==> src/sv/f10cd_pkg.sv <==
`timescale 1ns / 1ps
// Shared types and constants for the FAST-10 corner detector.
// No dependencies; every other file of the block uses this package.
package f10cd_pkg;

  localparam int MaxWidth   = 2048;
  localparam int AddrW      = $clog2(MaxWidth);
  localparam int LineRows   = 6;
  localparam int WinSize    = 7;
  localparam int CircLen    = 16;
  localparam int ArcLength  = 10;
  localparam int FifoDepth  = 4;

  localparam logic [1:0] RegThreshold = 2'd0;
  localparam logic [1:0] RegWidth     = 2'd1;
  localparam logic [1:0] RegHeight    = 2'd2;

  localparam logic [7:0]  ThresholdRst = 8'd20;
  localparam logic [11:0] WidthRst     = 12'd640;
  localparam logic [11:0] HeightRst    = 12'd480;
  localparam logic [11:0] MinDim       = 12'd7;

  localparam logic [2:0] CircRow [CircLen] =
    '{3'd0, 3'd0, 3'd1, 3'd2, 3'd3, 3'd4, 3'd5, 3'd6,
      3'd6, 3'd6, 3'd5, 3'd4, 3'd3, 3'd2, 3'd1, 3'd0};
  localparam logic [2:0] CircCol [CircLen] =
    '{3'd3, 3'd4, 3'd5, 3'd6, 3'd6, 3'd6, 3'd5, 3'd4,
      3'd3, 3'd2, 3'd1, 3'd0, 3'd0, 3'd0, 3'd1, 3'd2};

  typedef struct packed {
    logic [7:0]  threshold;
    logic [11:0] width;
    logic [11:0] height;
  } cfg_t;

  typedef struct packed {
    logic [WinSize-1:0][7:0] px;
    logic [AddrW-1:0]        col;
    logic [11:0]             row;
  } col_entry_t;

endpackage

==> src/sv/f10cd_fifo.sv <==
`timescale 1ns / 1ps
// Short queue of pixel columns between the front and back parts.
// Depends on f10cd_pkg for the entry type and depth.
module f10cd_fifo (
  input  logic                  clk_i,
  input  logic                  rst_ni,
  input  logic                  push_i,
  input  f10cd_pkg::col_entry_t push_data_i,
  output logic                  full_o,
  input  logic                  pop_i,
  output logic                  empty_o,
  output f10cd_pkg::col_entry_t pop_data_o
);

  localparam int PtrW = $clog2(f10cd_pkg::FifoDepth);

  f10cd_pkg::col_entry_t mem_q [f10cd_pkg::FifoDepth];
  logic [PtrW-1:0] wr_ptr_q, wr_ptr_d, rd_ptr_q, rd_ptr_d;
  logic [PtrW:0]   count_q, count_d;

  assign full_o     = (count_q == (PtrW+1)'(f10cd_pkg::FifoDepth));
  assign empty_o    = (count_q == '0);
  assign pop_data_o = mem_q[rd_ptr_q];

  always_comb begin
    wr_ptr_d = push_i ? wr_ptr_q + 1'b1 : wr_ptr_q;
    rd_ptr_d = pop_i ? rd_ptr_q + 1'b1 : rd_ptr_q;
    count_d  = count_q + (PtrW+1)'(push_i) - (PtrW+1)'(pop_i);
  end

  always_ff @(posedge clk_i or negedge rst_ni) begin
    if (!rst_ni) begin
      wr_ptr_q <= '0;
      rd_ptr_q <= '0;
      count_q  <= '0;
    end else begin
      wr_ptr_q <= wr_ptr_d;
      rd_ptr_q <= rd_ptr_d;
      count_q  <= count_d;
    end
  end

  always_ff @(posedge clk_i) begin
    if (push_i) begin
      mem_q[wr_ptr_q] <= push_data_i;
    end
  end

  a_count_bound: assert property (@(posedge clk_i) disable iff (!rst_ni)
    count_q <= (PtrW+1)'(f10cd_pkg::FifoDepth))
    else $error("queue count exceeds depth");
  a_no_overflow: assert property (@(posedge clk_i) disable iff (!rst_ni)
    full_o |-> !push_i)
    else $error("push into full queue");
  a_no_underflow: assert property (@(posedge clk_i) disable iff (!rst_ni)
    empty_o |-> !pop_i)
    else $error("pop from empty queue");

endmodule

==> config.mk <==
export PLATFORM = sky130hd
export DESIGN_NAME = f10cd_fifo
export DESIGN_NICKNAME = d
export VERILOG_FILES = /design/src/sv/f10cd_pkg.sv /design/src/sv/f10cd_fifo.sv
export SDC_FILE = /design/constraint.sdc
export NUM_CORES = 1
export LEC_CHECK = 0
export ABC_AREA = 1
export BUFFER_PORTS_ARGS = -buffer_cell sky130_fd_sc_hd__buf_2
export CELL_PAD_IN_SITES_DETAIL_PLACEMENT = 1
export CELL_PAD_IN_SITES_GLOBAL_PLACEMENT = 1
export CORE_MARGIN = 2
export CORE_UTILIZATION = 27
export CTS_BUF_LIST = sky130_fd_sc_hd__clkbuf_16
export CTS_CLUSTER_SIZE = 10
export DETAILED_ROUTE_END_ITERATION = 12
export GPL_ROUTABILITY_DRIVEN = 0
export PLACE_DENSITY_LB_ADDON = 0.12
export RECOVER_POWER = 100
export SLEW_MARGIN = 15
export SYNTH_ARGS = -nofsm -noshare
export SYNTH_HDL_FRONTEND = slang
export SYNTH_SLANG_ARGS = --single-unit
==> constraint.sdc <==
create_clock -name clk_i -period 3.8 [get_ports clk_i]
set_input_delay 0 -clock clk_i [delete_from_list [all_inputs] [get_ports clk_i]]
set_output_delay 0 -clock clk_i [all_outputs]
set_load 0.02 [all_outputs]
# ---- Word level (Yosys, flattened, before mapping)
# Memory sizes are Yosys's and may differ from the RTL's.
# Index checks and enable logic that the tools add are counted.
dict set report word_totals {
  ram_bits 316
  wordCells 12
  regBits 7
  inputBits 83
  memories 1
}
# name depth width rd rd_clocked_by_memory_dff write_ports line_no
set mem_list {}
lappend mem_list {mem_q 4 79 1 0 1 f10cd_fifo.sv:17} ;# f10cd_pkg::col_entry_t mem_q [f10cd_pkg::FifoDepth];
dict set report op_classes {
  muxes 2
  eq_ne 1
  add_sub_neg 4
  n_reduce_logical 1
}
# cell count
set op_table {}
lappend op_table {{adder 2 x 1 -> 2 bit (second input constant)} 2}
lappend op_table {{adder 3 x 1 -> 3 bit} 1}
lappend op_table {{equality test 3 bit (second input constant)} 1}
lappend op_table {{logical NOT 3 bit} 1}
lappend op_table {{subtractor 3 x 1 -> 3 bit} 1}
lappend op_table {{2-to-1 mux 1 bit} 2}

# ---- Longest topological paths before layout
dict set report depth {
  depth_word 2
  ltp_mapped 10
  ltp_nobuf 10
}

# ---- Least setup slack after synthesis
# Ideal clock, no wire load.
dict set report synth_path {
  kind {register -> register}
  start {register wr_ptr_q[0]}
  end {memory mem_q[0][0] in the netlist's numbering, enable pin}
  path_buffers 0
  t_required_ns 3.367
  path_stages_with_launch 5
  setup_ns 0.433
  arrival_ns 2.212
  path_slack_ns 1.155
  path_cell_list {dfrtp_1 > inv_1 > ha_1 > nand2_1 > inv_1}
}
# element line_no
set synth_rtl {}
lappend synth_rtl {{start, declared} f10cd_fifo.sv:18} ;# logic [PtrW-1:0] wr_ptr_q, wr_ptr_d, rd_ptr_q, rd_ptr_d;
lappend synth_rtl {{start signal, assigned} f10cd_fifo.sv:37} ;# wr_ptr_q <= wr_ptr_d;
lappend synth_rtl {{end, declared} f10cd_fifo.sv:17}
# No word-level cell before the write port.

==> flow_summary.json <==
{
  "start_kind": "flop",
  "period_minus_slack_ns": 3.051,
  "nFillCells": 5653,
  "clkTransAtPathRegs_ns": 0.06,
  "synthCells": 1284,
  "cp_max_fo": 57,
  "worstHoldPathType": "in2reg",
  "die_y_um": 229.3,
  "port_buffers": 163,
  "syn2layout_area_growth_pct": 24.17,
  "setup_viol": 0,
  "ys_warn_count": 0,
  "vdd_drop_max_mv": 0.3418,
  "final_nets": 1621,
  "ant_nets": 0,
  "h-tree-depth": 2,
  "core.rowCount": 82,
  "yosysSeqAreaShare_pct": 70.55,
  "required_ns": 3.80,
  "rsz0062_at_grt": "no",
  "cts.path.max_buffers": 3,
  "finClkSkew_ns": 0.01008,
  "coreArea_mm2": 0.05017,
  "wl_um": 36160,
  "drive_gt1_share_pct": 5.920,
  "slowest_stage": "inv_2",
  "grt_start_max_net_pins": 161,
  "cp.arrival_ns": 3.05,
  "num_vias": 9161,
  "fin_setup_tns_ns": 0,
  "crit_type": "reg2out",
  "cts-root-buf": "clkbuf_16",
  "cts_sinks": 323,
  "period_share_pct": 80.30,
  "drcViolationCount": 0,
  "powerDensity_mw_per_mm2": 778.9,
  "routedWlPerCell_um": 16.24,
  "antenna_cells": 0,
  "mostFrequentLayoutCells": "nand2_1, inv_1, edfxtp_1",
  "grt.total_usage_pct": 14.03,
  "final_common_cell": "nand2_1",
  "boundaryPins": 164,
  "synth_area_mm2": 0.01370,
  "worstSetupEndpointType": "output port",
  "fin_ws_ns": 0.7487,
  "dr.pass1.iters": 4,
  "worst_pin_slew_ns": 2.149,
  "p_seq_share_pct": 37.0,
  "hold_violations": 0,
  "drt_iter0_drc": 413,
  "grt_remaining_overflow": 0,
  "max_freq_ghz": 0.3277,
  "die_w_um": 229.3,
  "post-place-ws_ns": 1.671,
  "synth_cell_types": 16,
  "cts_tree": "built",
  "intPower_mw": 7.984,
  "clk_latency_ns": 0.55,
  "hpwl_um": 20140,
  "cts_made_buffers": 41,
  "p_switching_mw": 5.265,
  "grt_pass1_vias": 9660,
  "slew_headroom_pct": -43.25,
  "synth_seq_cells": 323,
  "grt_pass1_wl_um": 56220,
  "outcome": "complete, but fails checks",
  "start_util_pct": 27.31,
  "cts_resized": 0,
  "path_cells": "inv_2 > buf_4 > nand3_1 > nand2_1 > buf_2",
  "slew_violations": 127,
  "swShare_pct": 39.74,
  "violations": "max-capacitance violations, max-slew violations",
  "dieArea_mm2": 0.05256,
  "cpPeakStageDelay_ns": 1.06,
  "drt-vias-per-instance": 4.115,
  "cp_num_buf_inv": 3,
  "grt_antenna_before_repair": 2,
  "maxCapViolations": 3,
  "clkPwrFrac_pct": 26.7,
  "syn_avg_cell_area_um2": 10.67,
  "crit_family": "buffers and inverters",
  "synth_fp_nets": 1374,
  "leakage_nw": 7.505,
  "power_frac_comb_pct": 36.3
}
final timing paths:
kind	from	slack (ns)	cells after the start	to
max reg2reg	wr_ptr_q[0]$_DFFE_PN0P_	0.85	5	mem_q[2][23]$_DFFE_PP_
max in group asynchronous	rst_ni	3.07	3	rd_ptr_q[0]$_DFFE_PN0P_
max	rd_ptr_q[1]$_DFFE_PN0P_	0.75	5	pop_data_o[35]
min in group asynchronous	rst_ni	0.42	3	rd_ptr_q[1]$_DFFE_PN0P_
min	pop_i	0.21	3	rd_ptr_q[0]$_DFFE_PN0P_
min reg2reg	wr_ptr_q[0]$_DFFE_PN0P_	0.54	1	wr_ptr_q[0]$_DFFE_PN0P_
cell families (layout without fill, tap and decap cells):
group / Yosys count / after routing / synth area share, %
AOI/OAI and AO/OA: 1 / 1 / 0.03650
xor gates and xnor gates: 3 / 3 / 0.1918
adders and majority gates: 7 / 7 / 0.6941
buffers and inverters: 383 / 653 / 11.53
DFF: 323 / 323 / 70.55
and+or+nand+nor: 567 / 567 / 17.01
cells in the mapped netlist:
cell / number / area (um^2)
buf_1: 3 / 11.26
buf_2: 23 / 115.1
buf_4: 6 / 45.04
buf_6: 12 / 135.1
clkbuf_1: 9 / 33.78
dfrtp_1: 7 / 175.2
edfxtp_1: 316 / 9489
fa_1: 1 / 20.02
ha_1: 6 / 75.07
inv_1: 328 / 1231
inv_2: 2 / 7.510
nand2_1: 406 / 1524
nand3_1: 159 / 795.8
nor3_1: 2 / 10.01
o21ai_0: 1 / 5.000
xor2_1: 3 / 26.28
through the flow:
| stage | total power [mW] | instance area [um^2] | util [%] | hold slack (ns) | std cells |
|---|---|---|---|---|---|
| 2_1_floorplan | 8.210 | 13700 | - | -0.2956 | 1284 |
| 3_3_place_gp | 10.02 | 15190 | 30.27 | -0.1386 | 2077 |
| 3_5_place_dp | 10.04 | 15190 | 30.27 | -0.1375 | 2077 |
| 4_1_cts | 13.73 | 17220 | 34.32 | 0.1603 | 2226 |
| 5_1_grt | 14.21 | 17010 | 33.90 | 0.2438 | 2226 |
| 6_report | 13.25 | 17010 | 33.90 | 0.2096 | 2226 |
state kept, by name, indices dropped and copies added (netlist names):
| register | flops |
|---|---|
| mem_q | 316 |
| wr_ptr_q | 2 |
| rd_ptr_q | 2 |
| count_q | 3 |
timing repair:
item                                   CTS  global route
setup buffers                            0             0
endpoints found under the hold margin  329             0
hold buffers                            83             0
setup endpoints to repair                0             0
power groups by stage:
stage	clock, mW	combinational (mW)	sequential, mW
2_1_floorplan	0	3.32	4.89
3_3_place_gp	0	5.07	4.95
3_5_place_dp	0	5.08	4.96
4_1_cts	3.68	5.16	4.89
5_1_grt	3.79	5.46	4.97
6_report	3.54	4.81	4.90
worst reg2reg max path, cell delays in order (launching register included):
cell	delay, ns
dfrtp_1	0.42
inv_1	0.10
ha_1	0.14
nand2_1	0.04
inv_1	1.43
buf_12	0.44
metal layers:
| metal | vias up | GRT usage [%] | wire length, um |
|---|---|---|---|
| li1 | 4491 | - | - |
| met1 | 4458 | 18.28 | 16710 |
| met2 | 139 | 23.48 | 17180 |
| met3 | 69 | 2.353 | 1305 |
| met4 | 4 | 5.073 | 932 |
| met5 | - | 0 | 24 |
cell type report:
class / count / area (um^2) / share of cell area [%]
timing repair buffer: 257 / 1593 / 9.364
sequential: 323 / 9672 / 56.86
clock inverter: 23 / 123.9 / 0.7282
inverter: 330 / 1249 / 7.341
tap: 672 / 840.8 / 4.943
clock buffer: 43 / 1076 / 6.326
multi-input combinational: 578 / 2456 / 14.44
Note: power is estimated with default switching activity, not from simulation.
