[src/sv/f10cd_pkg.sv]
`timescale 1ns / 1ps
// Shared types and constants for the FAST-10 corner detector.
// No dependencies; every other file of the block uses this package.
package f10cd_pkg;

  localparam int MaxWidth   = 2048;
  localparam int AddrW      = $clog2(MaxWidth);
  localparam int LineRows   = 6;
  localparam int WinSize    = 7;
  localparam int CircLen    = 16;
  localparam int ArcLength  = 10;
  localparam int FifoDepth  = 4;

  localparam logic [1:0] RegThreshold = 2'd0;
  localparam logic [1:0] RegWidth     = 2'd1;
  localparam logic [1:0] RegHeight    = 2'd2;

  localparam logic [7:0]  ThresholdRst = 8'd20;
  localparam logic [11:0] WidthRst     = 12'd640;
  localparam logic [11:0] HeightRst    = 12'd480;
  localparam logic [11:0] MinDim       = 12'd7;

  localparam logic [2:0] CircRow [CircLen] =
    '{3'd0, 3'd0, 3'd1, 3'd2, 3'd3, 3'd4, 3'd5, 3'd6,
      3'd6, 3'd6, 3'd5, 3'd4, 3'd3, 3'd2, 3'd1, 3'd0};
  localparam logic [2:0] CircCol [CircLen] =
    '{3'd3, 3'd4, 3'd5, 3'd6, 3'd6, 3'd6, 3'd5, 3'd4,
      3'd3, 3'd2, 3'd1, 3'd0, 3'd0, 3'd0, 3'd1, 3'd2};

  typedef struct packed {
    logic [7:0]  threshold;
    logic [11:0] width;
    logic [11:0] height;
  } cfg_t;

  typedef struct packed {
    logic [WinSize-1:0][7:0] px;
    logic [AddrW-1:0]        col;
    logic [11:0]             row;
  } col_entry_t;

endpackage

[src/sv/f10cd_back.sv]
`timescale 1ns / 1ps
// Back part: 7x7 window shift, FAST-10 segment test and result register.
// Depends on f10cd_pkg; takes columns from the queue.
module f10cd_back (
  input  logic                  clk_i,
  input  logic                  rst_ni,
  input  f10cd_pkg::cfg_t       cfg_i,
  input  logic                  empty_i,
  output logic                  pop_o,
  input  f10cd_pkg::col_entry_t pop_data_i,
  output logic                  out_valid_o,
  input  logic                  out_stall_i,
  output logic                  center_valid_o,
  output logic                  is_corner_o,
  output logic [10:0]           center_col_o,
  output logic [11:0]           center_row_o
);

  localparam int N = f10cd_pkg::WinSize;

  logic [7:0]  win_q [N][N];
  logic [7:0]  win_d [N][N];
  logic [7:0]  c, p;
  logic [8:0]  hi_sum;
  logic [7:0]  hi, lo;
  logic [f10cd_pkg::CircLen-1:0] bright, dark;
  logic        arc_b, arc_d, run_b, run_d;
  logic        valid, corner;
  logic        out_valid_q;
  logic        cv_q, corner_q;
  logic [10:0] ccol_q;
  logic [11:0] crow_q;

  assign pop_o = !empty_i && (!out_valid_q || !out_stall_i);

  always_comb begin
    for (int r = 0; r < N; r++) begin
      for (int j = 0; j < N - 1; j++) begin
        win_d[r][j] = win_q[r][j+1];
      end
      win_d[r][N-1] = pop_data_i.px[r];
    end
  end

  always_comb begin
    c      = win_d[3][3];
    hi_sum = {1'b0, c} + {1'b0, cfg_i.threshold};
    hi     = hi_sum[8] ? 8'hFF : hi_sum[7:0];
    lo     = (c > cfg_i.threshold) ? c - cfg_i.threshold : 8'd0;
    for (int i = 0; i < f10cd_pkg::CircLen; i++) begin
      p         = win_d[f10cd_pkg::CircRow[i]][f10cd_pkg::CircCol[i]];
      bright[i] = (p > hi);
      dark[i]   = (p < lo);
    end
    arc_b = 1'b0;
    arc_d = 1'b0;
    for (int i = 0; i < f10cd_pkg::CircLen; i++) begin
      run_b = 1'b1;
      run_d = 1'b1;
      for (int j = 0; j < f10cd_pkg::ArcLength; j++) begin
        run_b = run_b & bright[(i + j) % f10cd_pkg::CircLen];
        run_d = run_d & dark[(i + j) % f10cd_pkg::CircLen];
      end
      arc_b = arc_b | run_b;
      arc_d = arc_d | run_d;
    end
    valid  = (pop_data_i.col >= 11'd3) && (pop_data_i.row >= 12'd3);
    corner = (pop_data_i.col >= 11'd6) && (pop_data_i.row >= 12'd6) && (arc_b || arc_d);
  end

  always_ff @(posedge clk_i or negedge rst_ni) begin
    if (!rst_ni) begin
      out_valid_q <= 1'b0;
      for (int r = 0; r < N; r++) begin
        for (int j = 0; j < N; j++) begin
          win_q[r][j] <= '0;
        end
      end
    end else begin
      if (pop_o) begin
        out_valid_q <= 1'b1;
        win_q       <= win_d;
      end else if (!out_stall_i) begin
        out_valid_q <= 1'b0;
      end
    end
  end

  always_ff @(posedge clk_i) begin
    if (pop_o) begin
      cv_q     <= valid;
      corner_q <= valid && corner;
      ccol_q   <= valid ? pop_data_i.col - 11'd3 : 11'd0;
      crow_q   <= valid ? pop_data_i.row - 12'd3 : 12'd0;
    end
  end

  assign out_valid_o    = out_valid_q;
  assign center_valid_o = cv_q;
  assign is_corner_o    = corner_q;
  assign center_col_o   = ccol_q;
  assign center_row_o   = crow_q;

  a_corner_valid: assert property (@(posedge clk_i) disable iff (!rst_ni)
    out_valid_q && corner_q |-> cv_q)
    else $error("corner reported without a centre");
  a_no_center_zero: assert property (@(posedge clk_i) disable iff (!rst_ni)
    out_valid_q && !cv_q |-> (ccol_q == '0) && (crow_q == '0))
    else $error("position fields not cleared without a centre");

endmodule

[config.mk]
export PLATFORM = sky130hd
export DESIGN_NAME = f10cd_back
export DESIGN_NICKNAME = d
export VERILOG_FILES = /design/src/sv/f10cd_pkg.sv /design/src/sv/f10cd_back.sv
export SDC_FILE = /design/constraint.sdc
export NUM_CORES = 1
export LEC_CHECK = 0
export BUFFER_PORTS_ARGS = -buffer_cell sky130_fd_sc_hd__clkbuf_2
export CELL_PAD_IN_SITES_DETAIL_PLACEMENT = 0
export CELL_PAD_IN_SITES_GLOBAL_PLACEMENT = 1
export CORE_MARGIN = 2
export CORE_UTILIZATION = 25
export CTS_CLUSTER_SIZE = 10
export DETAILED_ROUTE_END_ITERATION = 7
export PLACE_DENSITY = 0.46
export REMOVE_ABC_BUFFERS = 1
export SLEW_MARGIN = 20
export SYNTH_ARGS = -nofsm -noshare
export SYNTH_HDL_FRONTEND = slang
export SYNTH_SLANG_ARGS = --single-unit
[constraint.sdc]
create_clock -name clk_i -period 4.8 [get_ports clk_i]
set_input_delay 0 -clock clk_i [delete_from_list [all_inputs] [get_ports clk_i]]
set_output_delay 0 -clock clk_i [all_outputs]
set_load 0.05 [all_outputs]
# ---- After elaboration in Yosys (flattened, before gate mapping)
# Index checks and enable logic that the tools add are counted.
dict set report op_classes {
  n_addsub 4
  bitwise 318
  reduce_logical 10
  mux 4
  n_lt_le_gt_ge 37
  n_eq_ne 1
}
# operator count
set ops {}
lappend ops {{$and A1 B1 Y1} 288}
lappend ops {{$gt A8 B8 Y1} 17}
lappend ops {{$lt A8 B8 Y1} 16}
lappend ops {{$or A1 B1 Y1} 30}
lappend ops {{$mux W8} 2}
lappend ops {{$ge A12 B2 Y1 const B} 1}
lappend ops {{$ge A12 B3 Y1 const B} 1}
lappend ops {{$sub A12 B2 Y12 const B} 1}
lappend ops {{$ge A11 B2 Y1 const B} 1}
lappend ops {{$ge A11 B3 Y1 const B} 1}
lappend ops {{$sub A11 B2 Y11 const B} 1}
lappend ops {{$add A8 B8 Y9} 1}
lappend ops {{$sub A8 B8 Y8} 1}
lappend ops {{$logic_and A1 B1 Y1} 5}
lappend ops {{$logic_not A1 Y1} 3}
lappend ops {{$logic_or A1 B1 Y1} 2}
lappend ops {{$mux W1} 2}
lappend ops {{$ne A2 B2 Y1 const B} 1}
dict set report totals {
  ff_bits 314
}

# ---- Depth between registers and ports, before layout
# Gate-level depths: netlist of the first run.
dict set report logic_depth {
  word_depth 30
  depth_mapped 23
}

# ---- Least setup slack after synthesis of the first run
# OpenSTA, ideal clock, no wires.
dict set report synth_path {
  path_type {register to register}
  startpoint {reg win_q (netlist bit c[0])}
  endpoint {reg corner_q (netlist: is_corner_o), data pin}
  path_slack_ns 0.162
  t_required_ns 4.541
  stages_incl_launch_ff 20
  setup_time_ns 0.259
  t_arrival_ns 4.379
  synth_period_minus_slack_ns 4.638
  path_cell_list {dfrtp_1 -> ha_1 -> fa_1 -> nor2b_2 -> o211ai_2 -> a21oi_1 -> nor2_1 -> o21bai_1 -> nor2_1 -> ha_1 -> a21o_1 -> a21o_1 -> a211oi_1 -> o41ai_1 -> a31oi_1 -> o311ai_1 -> a32oi_1 -> nor4b_1 -> o31a_1 -> a211o_1}
}
dict set report synth_via {
  elab_chain_cells 30
  word_cells_on_any_way 358
  classes_between {add/sub (2); order compare (33); mux (2); bitwise (318); reduce/logical (3)}
}
# item line
set synth_lines {}
lappend synth_lines {{start: declaration} f10cd_back.sv:21} ;# logic [7:0] win_q [N][N];
lappend synth_lines {{start signal: assignment} f10cd_back.sv:82} ;# win_q <= win_d;
lappend synth_lines {{$add A8 B8 Y9 (tied with other cells)} f10cd_back.sv:47} ;# hi_sum = {1'b0, c} + {1'b0, cfg_i.threshold};
lappend synth_lines {{$mux W8 (on tied branches)} {f10cd_back.sv:48, f10cd_back.sv:49}}
lappend synth_lines {{$gt A8 B8 Y1 / $lt A8 B8 Y1 (equally long branches)} {f10cd_back.sv:52, f10cd_back.sv:53}}
lappend synth_lines {{$and A1 B1 Y1 (on tied branches) (9 in series)} {f10cd_back.sv:61, f10cd_back.sv:62}}
lappend synth_lines {{$or A1 B1 Y1 (on tied branches) (15 in series)} {f10cd_back.sv:64, f10cd_back.sv:65}}
lappend synth_lines {{$logic_or A1 B1 Y1 *} f10cd_back.sv:68} ;# corner = (pop_data_i.col >= 11'd6) && (pop_data_i.row >= 12'd6) && (arc_b || arc_d);
lappend synth_lines {{$logic_and A1 B1 Y1 *} f10cd_back.sv:68}
lappend synth_lines {{$logic_and A1 B1 Y1 *} f10cd_back.sv:92} ;# corner_q <= valid && corner;
lappend synth_lines {{end signal: assignment} f10cd_back.sv:92}
lappend synth_lines {{end: declaration} f10cd_back.sv:30} ;# logic cv_q, corner_q;
# Every way passes the cells marked *; elsewhere a longest branch is shown, timed or not.
# A chain may end at the register's enable or synchronous reset.

# ---- Worst setup path in the final report of the first run
dict set report layout_path {
  startpoint {reg win_q (netlist bit c[1])}
  endpoint {reg corner_q (netlist: is_corner_o), data pin}
}
# The elaborated chain is that of the path after synthesis.

==> flow_summary.yaml, run 1 <==
status:
  run_status: "finished with violations"
  violations: "design-rule violations"
die:
  rows: 99
  dieWidth_um: 276
  num_io_pins: 142
  start_util_pct: 25.3
  die_y_um: 276
  core_um2: 73100
  fp.dieArea_um2: 76100
logic_synthesis:
  syn-cell-area_um2: 18500
  yosysWarnings: 0
  async_flop_share_pct: 92.0
  synth.area.top_cells: "dfrtp_1 (39%), ha_1 (17%), mux2_2 (16%)"
  synth_top_family_by_area: "adder cells"
  synthXorXnorAreaFrac_pct: 1.42
  synth_top_area_share_pct: 39.2
  synth.area.mux_share_pct: 16.5
  synth_top_cell_by_area: "dfrtp_1"
  avgSynthCellArea_um2: 11.7
  synth-compound-area-share_pct: 11.7
  synth_edf_count: 25
  synth-adder-area-share_pct: 16.9
  synthSimpleGateAreaFrac_pct: 7.95
  ys_types: 78
  synth_seq_cells: 314
  netlist_instances: 1578
  ys.flop_type: "dfrtp_1"
  ys_seq_area_share_pct: 43.2
clock_tree:
  clk_latency_ps: 560
  numCtsBuffers: 41
  tritoncts: "yes"
  htree_levels: 2
  cts_root_buf: "clkbuf_16"
  cts_sinks: 314
  clockBufferDepth: 3
  path_clk_slew_ps: 60
timing:
  fin_crit_ps: 4540
  tightest_slew_ps: 900
  final_hold_viol_count: 0
  min_period_over_period_pct: 94.6
  whs_ps: 107
  rsz0062_at_grt: "no"
  drv_slew: 0
  slew_headroom_pct: 40.0
  setup_slack_ps: 258
  finalClockSkew_ps: 19.1
  max_freq_mhz: 220
  finalSetupViolations: 0
pwr:
  total_power_w: 0.0143
  power.leakage_nw: 10.3
  peakVddDrop_v: 0.000261
  p_per_area_nw_per_um2: 617
global_route:
  grt_pass1_vias: 13669
  grt-ovfl-total: 0
  grt_usage_pct: 14.1
  grt_pass1_wl_um: 81600
  grt_antenna_before_repair: 1
  grt_max_degree: 150
setup_path:
  ff2ff_path_depth: 22
  critPathLaunchType: "flip-flop"
  crit_path_end_kind: "flip-flop"
  crit_type: "reg -> reg"
  crit_required_ps: 5100
  crit_chain: "ha_1 -> inv_1 -> nor2_1 -> o21ai_1 -> a21oi_1 -> o21ai_0 -> nand2b_1 -> a21o_1 -> a21oi_1 -> xnor2_1 -> nand2_1 -> buf_12 -> ha_1 -> nand4_1 -> nor3_1 -> o41ai_1 -> and3_1 -> and4b_1 -> a32oi_1 -> nor3_1 -> o31a_1 -> a211o_1"
  arrival_ps: 4850
  crit_fanout: 16
  slowest_stage: "dfrtp_1"
  critPathMaxStageDelay_ps: 390
finish:
  final_cell_mix: "dfrtp_1 (289), mux2_2 (270), ha_1 (244), clkbuf_2 (116), dlygate4sd3_1 (104)"
  final_common_cell: "dfrtp_1"
  drive_above_1_share_pct: 29.6
  area_growth_syn_to_layout_pct: 25.5
  nNetsFinal: 2220
  diodes: 0
  fillers: 7466
  stdcell_count: 2840
route:
  avgRoutedWirePerCell_um: 18.6
  detail-route-antenna-nets: 0
  first_pass_iters: 7
  routed_via_density: 4.67
  drt_wl_total_um: 52800
  drt_iter0_drc: 526
  route.vias.total: 13262
  drc: 16
placed_design:
  portBuffers: 117
  dp_slack_ps: 19.6
  dp_hpwl_um: 37300
  place.gp.congestion: 0.820
  post-place-cells: 2662
run:
  maxCapViolations: 0
hold_path:
  hold_class: "in -> async"
synth_stat cells (4+ instances only):
library cell	n
nand2_1	64
a21o_1	55
inv_1	58
nor2_1	78
a211o_1	7
or4_1	6
o211ai_1	12
or2_2	4
clkbuf_1	37
a21oi_1	84
buf_4	4
a221o_1	4
o31ai_1	6
o31a_1	4
nand3_1	26
and3_1	7
a31oi_1	8
nand2b_1	7
nand4_1	24
a32oi_1	5
nor2b_1	13
edfxtp_1	25
or3_1	8
xor2_1	6
o22ai_1	5
o21ai_0	55
xnor2_1	24
mux2_2	270
o21bai_1	12
buf_6	4
nor4_1	7
nor3_1	24
and4_1	9
dfrtp_1	289
o41ai_1	4
a211oi_1	14
o21a_1	7
ha_1	244
cell type report:
type	instances	area [µm²]	area share (%)
Multi-Input combinational cell	1160	10200	44.0
Sequential cell	314	7980	34.5
Timing Repair Buffer	284	2310	9.97
Tap cell	959	1200	5.18
Clock buffer	56	1180	5.11
Inverter	58	218	0.940
Clock inverter	9	77.6	0.335
per-stage QoR:
stage | util (%) | cell area, µm² | setup TNS [ps]
2_1_floorplan | - | 18200 | -4177630
3_3_place_gp | 28.3 | 20600 | 0
3_5_place_dp | 28.3 | 20600 | 0
5_1_grt | 31.7 | 23200 | 0
6_report | 31.7 | 23200 | 0
4_1_cts | 31.4 | 23000 | 0
power by group:
part	switching, W	total [W]	leakage (nW)	internal (W)
combinational	0.00386	0.00718	5.99	0.00332
clock	0.00118	0.00294	0.628	0.00176
sequential	0.000670	0.00416	3.67	0.00349
registers in the layout (all words and copies together) (netlist names):
| register | count |
|---|---|
| win_d | 272 |
| center_row_o | 12 |
| center_col_o | 11 |
| c | 8 |
| p | 8 |
| center_valid_o | 1 |
| is_corner_o | 1 |
| out_valid_o | 1 |
critical path: cells and delay by family, from the launching register on:
| kind | cells | cell delay, ps |
|---|---|---|
| AO/OA/AOI/OAI | 9 | 1650 |
| flip-flops | 1 | 390 |
| AND/OR/NAND/NOR | 8 | 1210 |
| XOR/XNOR | 1 | 140 |
| buffers and inverters | 2 | 260 |
| adder cells (fa/ha/maj) | 2 | 620 |
metal layers:
layer	global-route usage (%)	wire length, µm	share of wire, %	vias to the layer above
met4	4.36	1350	2.6	0
met5	0	0	0	-
li1	-	-	-	6458
met3	2.13	1970	3.7	76
met1	18.4	24600	47	6511
met2	23.8	24900	47	217
repair_timing:
item,4_1_cts,5_1_grt
hold buffers,104,0
endpoints found under the hold margin,375,0
gates resized for setup,0,29
buffers inserted,0,9
endpoints found under the setup margin,0,1
path summary, 6_finish.rpt:
path / startpoint / end / slack, ps
hold reg to reg: win_d[8] / win_d[16] / 480
setup reg to reg: c[1] / is_corner_o / 260
hold / removal: rst_ni / win_d[214] / 110
max in group asynchronous: rst_ni / win_d[191] / 3620
setup / recovery: c[1] / is_corner_o / 260
min in group clk_i: pop_data_i[38] / win_d[295] / 210
cell families after synthesis:
| kind of cell | Yosys count |
|---|---|
| compound gates | 319 |
| buf+inv | 104 |
| xor+xnor | 30 |
| fa+ha+maj | 249 |
| flops | 314 |
| mux | 270 |
| simple gates | 292 |
Power figures use the tool's default switching activity.
==> run 2, diff against run 1 <==
- SETUP_SLACK_MARGIN: default -> 0.4
- TNS_END_PERCENT: default -> 1
==> flow_summary.yaml, run 2 (synthesis results as in run 1) <==
route:
  avgRoutedWirePerCell_um: 19.0
  routed_via_density: 4.70
  first_pass_iters: 8
  drt_wl_total_um: 54900
  route.vias.total: 13560
  detail-route-antenna-nets: 0
  drc: 16
  drt_iter0_drc: 520
clock_tree:
  path_clk_slew_ps: 60
  numCtsBuffers: 41
  tritoncts: "yes"
  htree_levels: 2
  cts_sinks: 314
  clk_latency_ps: 560
  cts_root_buf: "clkbuf_16"
  clockBufferDepth: 3
setup_path:
  rrSetupSlack_ps: 330
  crit_chain: "buf_6 -> ha_4 -> fa_2 -> nor2b_4 -> o211ai_2 -> a21oi_2 -> nor2_2 -> o21bai_4 -> buf_4 -> nor2_4 -> buf_4 -> buf_4 -> ha_1 -> a21o_1 -> a21o_1 -> a21oi_2 -> nor2b_2 -> o32ai_4 -> a32oi_4 -> a32oi_2 -> nor4b_2 -> o31a_1 -> a211o_1"
  critPathLaunchType: "flip-flop"
  slowest_stage: "dfrtp_1"
  r2r_end: "is_corner_o"
  crit_fanout: 5
  critPathMaxStageDelay_ps: 410
  crit_buf_inv: 4
  cp.depth: 23
  crit_required_ps: 5100
  crit_family: "compound AO/OA/AOI/OAI gates"
  crit_path_end_kind: "flip-flop"
  arrival_ps: 4770
  critPathMostFrequentCell: "buf_4"
  crit_end: "is_corner_o"
  critPathLaunch: "c[0]"
  ff2ff_path_depth: 23
  crit_type: "reg -> reg"
  regToRegStartpoint: "c[0]"
timing:
  tightest_slew_ps: 900
  final_hold_viol_count: 0
  finalSetupViolations: 0
  rsz0062_at_grt: "yes"
  slew_headroom_pct: 40.0
  drv_slew: 0
  max_freq_mhz: 224
  fin_crit_ps: 4470
  whs_ps: 102
  fin_tns_setup_ps: 0
  finalClockSkew_ps: 17.6
  min_period_over_period_pct: 93.1
die:
  num_io_pins: 142
  core_um2: 73100
  dieWidth_um: 276
  start_util_pct: 25.3
  rows: 99
  fp.dieArea_um2: 76100
  die_y_um: 276
placed_design:
  dp_hpwl_um: 37300
  place.gp.congestion: 0.820
  post-place-cells: 2662
  portBuffers: 117
finish:
  final_common_cell: "dfrtp_1"
  drive_above_1_share_pct: 34.8
  diodes: 0
  largest_reg_flops: 272
  nNetsFinal: 2263
  area_growth_syn_to_layout_pct: 30.6
  stdcell_count: 2883
  final_cell_mix: "dfrtp_1 (289), mux2_2 (270), ha_1 (228), clkbuf_2 (116), dlygate4sd3_1 (104)"
global_route:
  grt_antenna_before_repair: 1
  grt_pass1_wl_um: 82600
  grt_pass1_vias: 13789
  grt_max_degree: 150
  grt-ovfl-total: 0
  grt_usage_pct: 14.2
pwr:
  p_clk_share_pct: 19.1
  peakVddDrop_v: 0.000272
  swShare_pct: 40.2
  power.share.combinational_pct: 53.7
  pwr-share-seq_pct: 27.2
  intPower_w: 0.00921
  p_per_area_nw_per_um2: 639
  power.leakage_nw: 10.6
  p_switching_w: 0.00619
status:
  violations: "design-rule violations"
  run_status: "finished with violations"
run:
  maxCapViolations: 0
hold_path:
  hold_class: "in -> async"
run 2: final cells by class:
cell class / instances / area [µm²]
clock buffer: 56 / 1180
clock inverter: 9 / 77.6
fill: 7435 / 49000
inverter: 58 / 220
multi-input combinational: 1160 / 10700
sequential: 314 / 7980
tap: 959 / 1200
timing repair buffer: 327 / 2770
run 2: how the worst min path moves through the flow:
| stage | endpoint | slack, ps |
|---|---|---|
| after floorplan | c[0] | -300 |
| after global placement | win_d[121] | -160 |
| after detailed placement | win_d[120] | -150 |
| after CTS | win_d[291] | 170 |
| after global routing | win_d[214] | 170 |
| final | win_d[214] | 100 |
run 2: metal layers:
metal	share of wire [%]	track usage (%)	wire (µm)	up-vias
met5	0	0	0	-
met4	2.9	4.75	1590	0
met3	3.4	2.11	1890	84
met2	47	23.9	26000	225
met1	46	18.7	25400	6700
li1	-	-	-	6551
run 2: stage by stage:
stage / total power [W] / setup slack (ps) / instance area, µm² / utilization (%)
finish: 0.0154 / 331 / 24100 / 33.0
global route: 0.0167 / 179 / 24100 / 33.0
CTS: 0.0147 / 394 / 23300 / 31.9
detailed placement: 0.0111 / 19.6 / 20600 / 28.3
global placement: 0.0110 / 155 / 20600 / 28.3
floorplan: 0.00869 / -13450 / 18200 / -
run 2: timing repair:
item | 4_1_cts | 5_1_grt
hold buffers | 104 | 0
setup buffers | 17 | 32
pin swaps | 17 | 66
gates resized for setup | 45 | 98
setup endpoints to repair | 1 | 1
cloned | 1 | 2
endpoints found under the hold margin | 375 | 0
run 2: tightest hold or removal path: cells and delay by family:
kind     cells  cell delay (ps)
buf+inv      3             1120
run 2: power by group through the flow:
| stage | sequential (W) | clock, W | combinational, W |
|---|---|---|---|
| 2_1_floorplan | 0.00398 | 0 | 0.00471 |
| 3_3_place_gp | 0.00422 | 0 | 0.00677 |
| 3_5_place_dp | 0.00423 | 0 | 0.00691 |
| 4_1_cts | 0.00419 | 0.00309 | 0.00741 |
| 5_1_grt | 0.00431 | 0.00319 | 0.00922 |
| 6_report | 0.00418 | 0.00295 | 0.00827 |
==> run 3, diff against run 2 <==
- CTS_BUF_LIST: default -> sky130_fd_sc_hd__clkbuf_8
==> flow_summary.yaml, run 3 (synthesis results as in run 1) <==
status:
  run_status: "finished with violations"
  violations: "design-rule violations, negative hold slack"
clock_tree:
  cts_sinks: 314
  path_clk_slew_ps: 60
  clk_latency_ps: 670
  numCtsBuffers: 61
  tritoncts: "yes"
  htree_levels: 2
  cts_root_buf: "clkbuf_8"
  clockBufferDepth: 3
route:
  routed_via_density: 4.67
  drt_iter0_drc: 564
  route.vias.total: 13582
  avgRoutedWirePerCell_um: 18.6
  drc: 16
  detail-route-antenna-nets: 0
  drt_wl_total_um: 54200
  first_pass_iters: 7
timing:
  slew_headroom_pct: 39.8
  max_freq_mhz: 224
  fin_crit_ps: 4460
  finalClockSkew_ps: 40.0
  tightest_slew_ps: 902
  whs_ps: -30.2
  drv_slew: 0
  finalSetupViolations: 0
  final_hold_viol_count: 11
  min_period_over_period_pct: 92.8
  rsz0062_at_grt: "yes"
placed_design:
  dp_hpwl_um: 37300
  place.gp.congestion: 0.820
  post-place-cells: 2662
  portBuffers: 117
setup_path:
  crit_path_end_kind: "flip-flop"
  crit_type: "reg -> reg"
  rrSetupSlack_ps: 340
  critPathLaunchType: "flip-flop"
  crit_required_ps: 5220
  crit_fanout: 3
  arrival_ps: 4880
global_route:
  grt_pass1_wl_um: 83200
  grt_antenna_before_repair: 2
  grt_pass1_vias: 14059
  grt_usage_pct: 14.3
  grt_max_degree: 150
  grt-ovfl-total: 0
die:
  core_um2: 73100
  die_y_um: 276
  start_util_pct: 25.3
  num_io_pins: 142
  rows: 99
  dieWidth_um: 276
  fp.dieArea_um2: 76100
finish:
  drive_above_1_share_pct: 33.1
  final_common_cell: "dfrtp_1"
  nNetsFinal: 2268
  finish.utilization_pct: 32.4
  fillers: 7464
  multi_input_area_um2: 10400
  final_cell_mix: "dfrtp_1 (289), mux2_2 (270), ha_1 (236), clkbuf_2 (116), dlygate4sd3_1 (111)"
  area_growth_syn_to_layout_pct: 28.3
  stdcell_count: 2908
  largest_reg_flops: 272
  regArea_um2: 7980
pwr:
  power.leakage_nw: 10.6
  p_per_area_nw_per_um2: 618
  peakVddDrop_v: 0.000266
run:
  maxCapViolations: 0
hold_path:
  hold_class: "in -> async"
[run 3: per-stage QoR]
stage          hold WS [ps]  instance area (µm²)  power [W]  setup slack, ps   TNS, ps
6_report              -30.2                23700     0.0146              345         0
5_1_grt                2.32                23700     0.0160              167         0
4_1_cts                18.5                23400     0.0146              404         0
3_5_place_dp           -155                20600     0.0111             19.6         0
3_3_place_gp           -159                20600     0.0110              155         0
2_1_floorplan          -296                18200    0.00869           -13450  -4177630
[run 3: power by group]
group          switching, W  total (W)  internal (W)  leakage (nW)
logic               0.00407    0.00769       0.00361          6.18
registers          0.000679    0.00417       0.00349          3.67
clock network       0.00119    0.00278       0.00159         0.715
total               0.00594     0.0146       0.00870          10.6
[run 3: final cells by class]
cell class / instances / area share, %
timing repair buffer: 312 / 11.0
clock buffer: 74 / 4.30
sequential: 314 / 33.7
tap: 959 / 5.07
inverter: 58 / 0.919
antenna: 1 / 0.0106
multi-input combinational: 1160 / 44.0
clock inverter: 30 / 1.01
[run 3: final timing paths]
check,cells after the start,startpoint,endpoint
setup / recovery,22,c[0],is_corner_o
hold / removal,3,rst_ni,win_d[214]
setup reg to reg,22,c[0],is_corner_o
hold reg to reg,2,win_d[8],win_d[16]
max in group asynchronous,3,rst_ni,win_d[153]
min in group clk_i,3,pop_data_i[32],win_d[289]
[run 3: critical path, stage by stage, from the launching register on]
cell and delay [ps]:
dfrtp_1 410, buf_4 150, ha_4 160, fa_2 400, nor2b_4 140, nor2_2 100, nor2_1 40, nor2_1 120
xor2_1 260, nor2_2 90, buf_4 150, buf_4 120, ha_1 310, a21o_1 190, a21o_1 180, a21oi_2 140
nor2b_2 70, o32ai_4 140, a32oi_2 190, a32oi_1 270, nor4b_2 90, o31a_1 280, a211o_1 220
[run 3: routing by layer]
metal	part of all wire, %	vias to the layer above	GRT usage, %	wire length [µm]
met5	0	-	0	0
met1	46	6706	18.6	25100
met4	3.1	0	4.74	1660
li1	-	6558	-	-
met2	47	228	23.9	25400
met3	3.6	90	2.56	1970
[run 3: what timing repair did]
item	CTS	global route
gates cloned	1	1
gates resized for setup	46	48
setup endpoints to repair	1	1
hold buffers	111	0
hold endpoints to repair	389	0
pin swaps	16	35
setup buffers	19	9
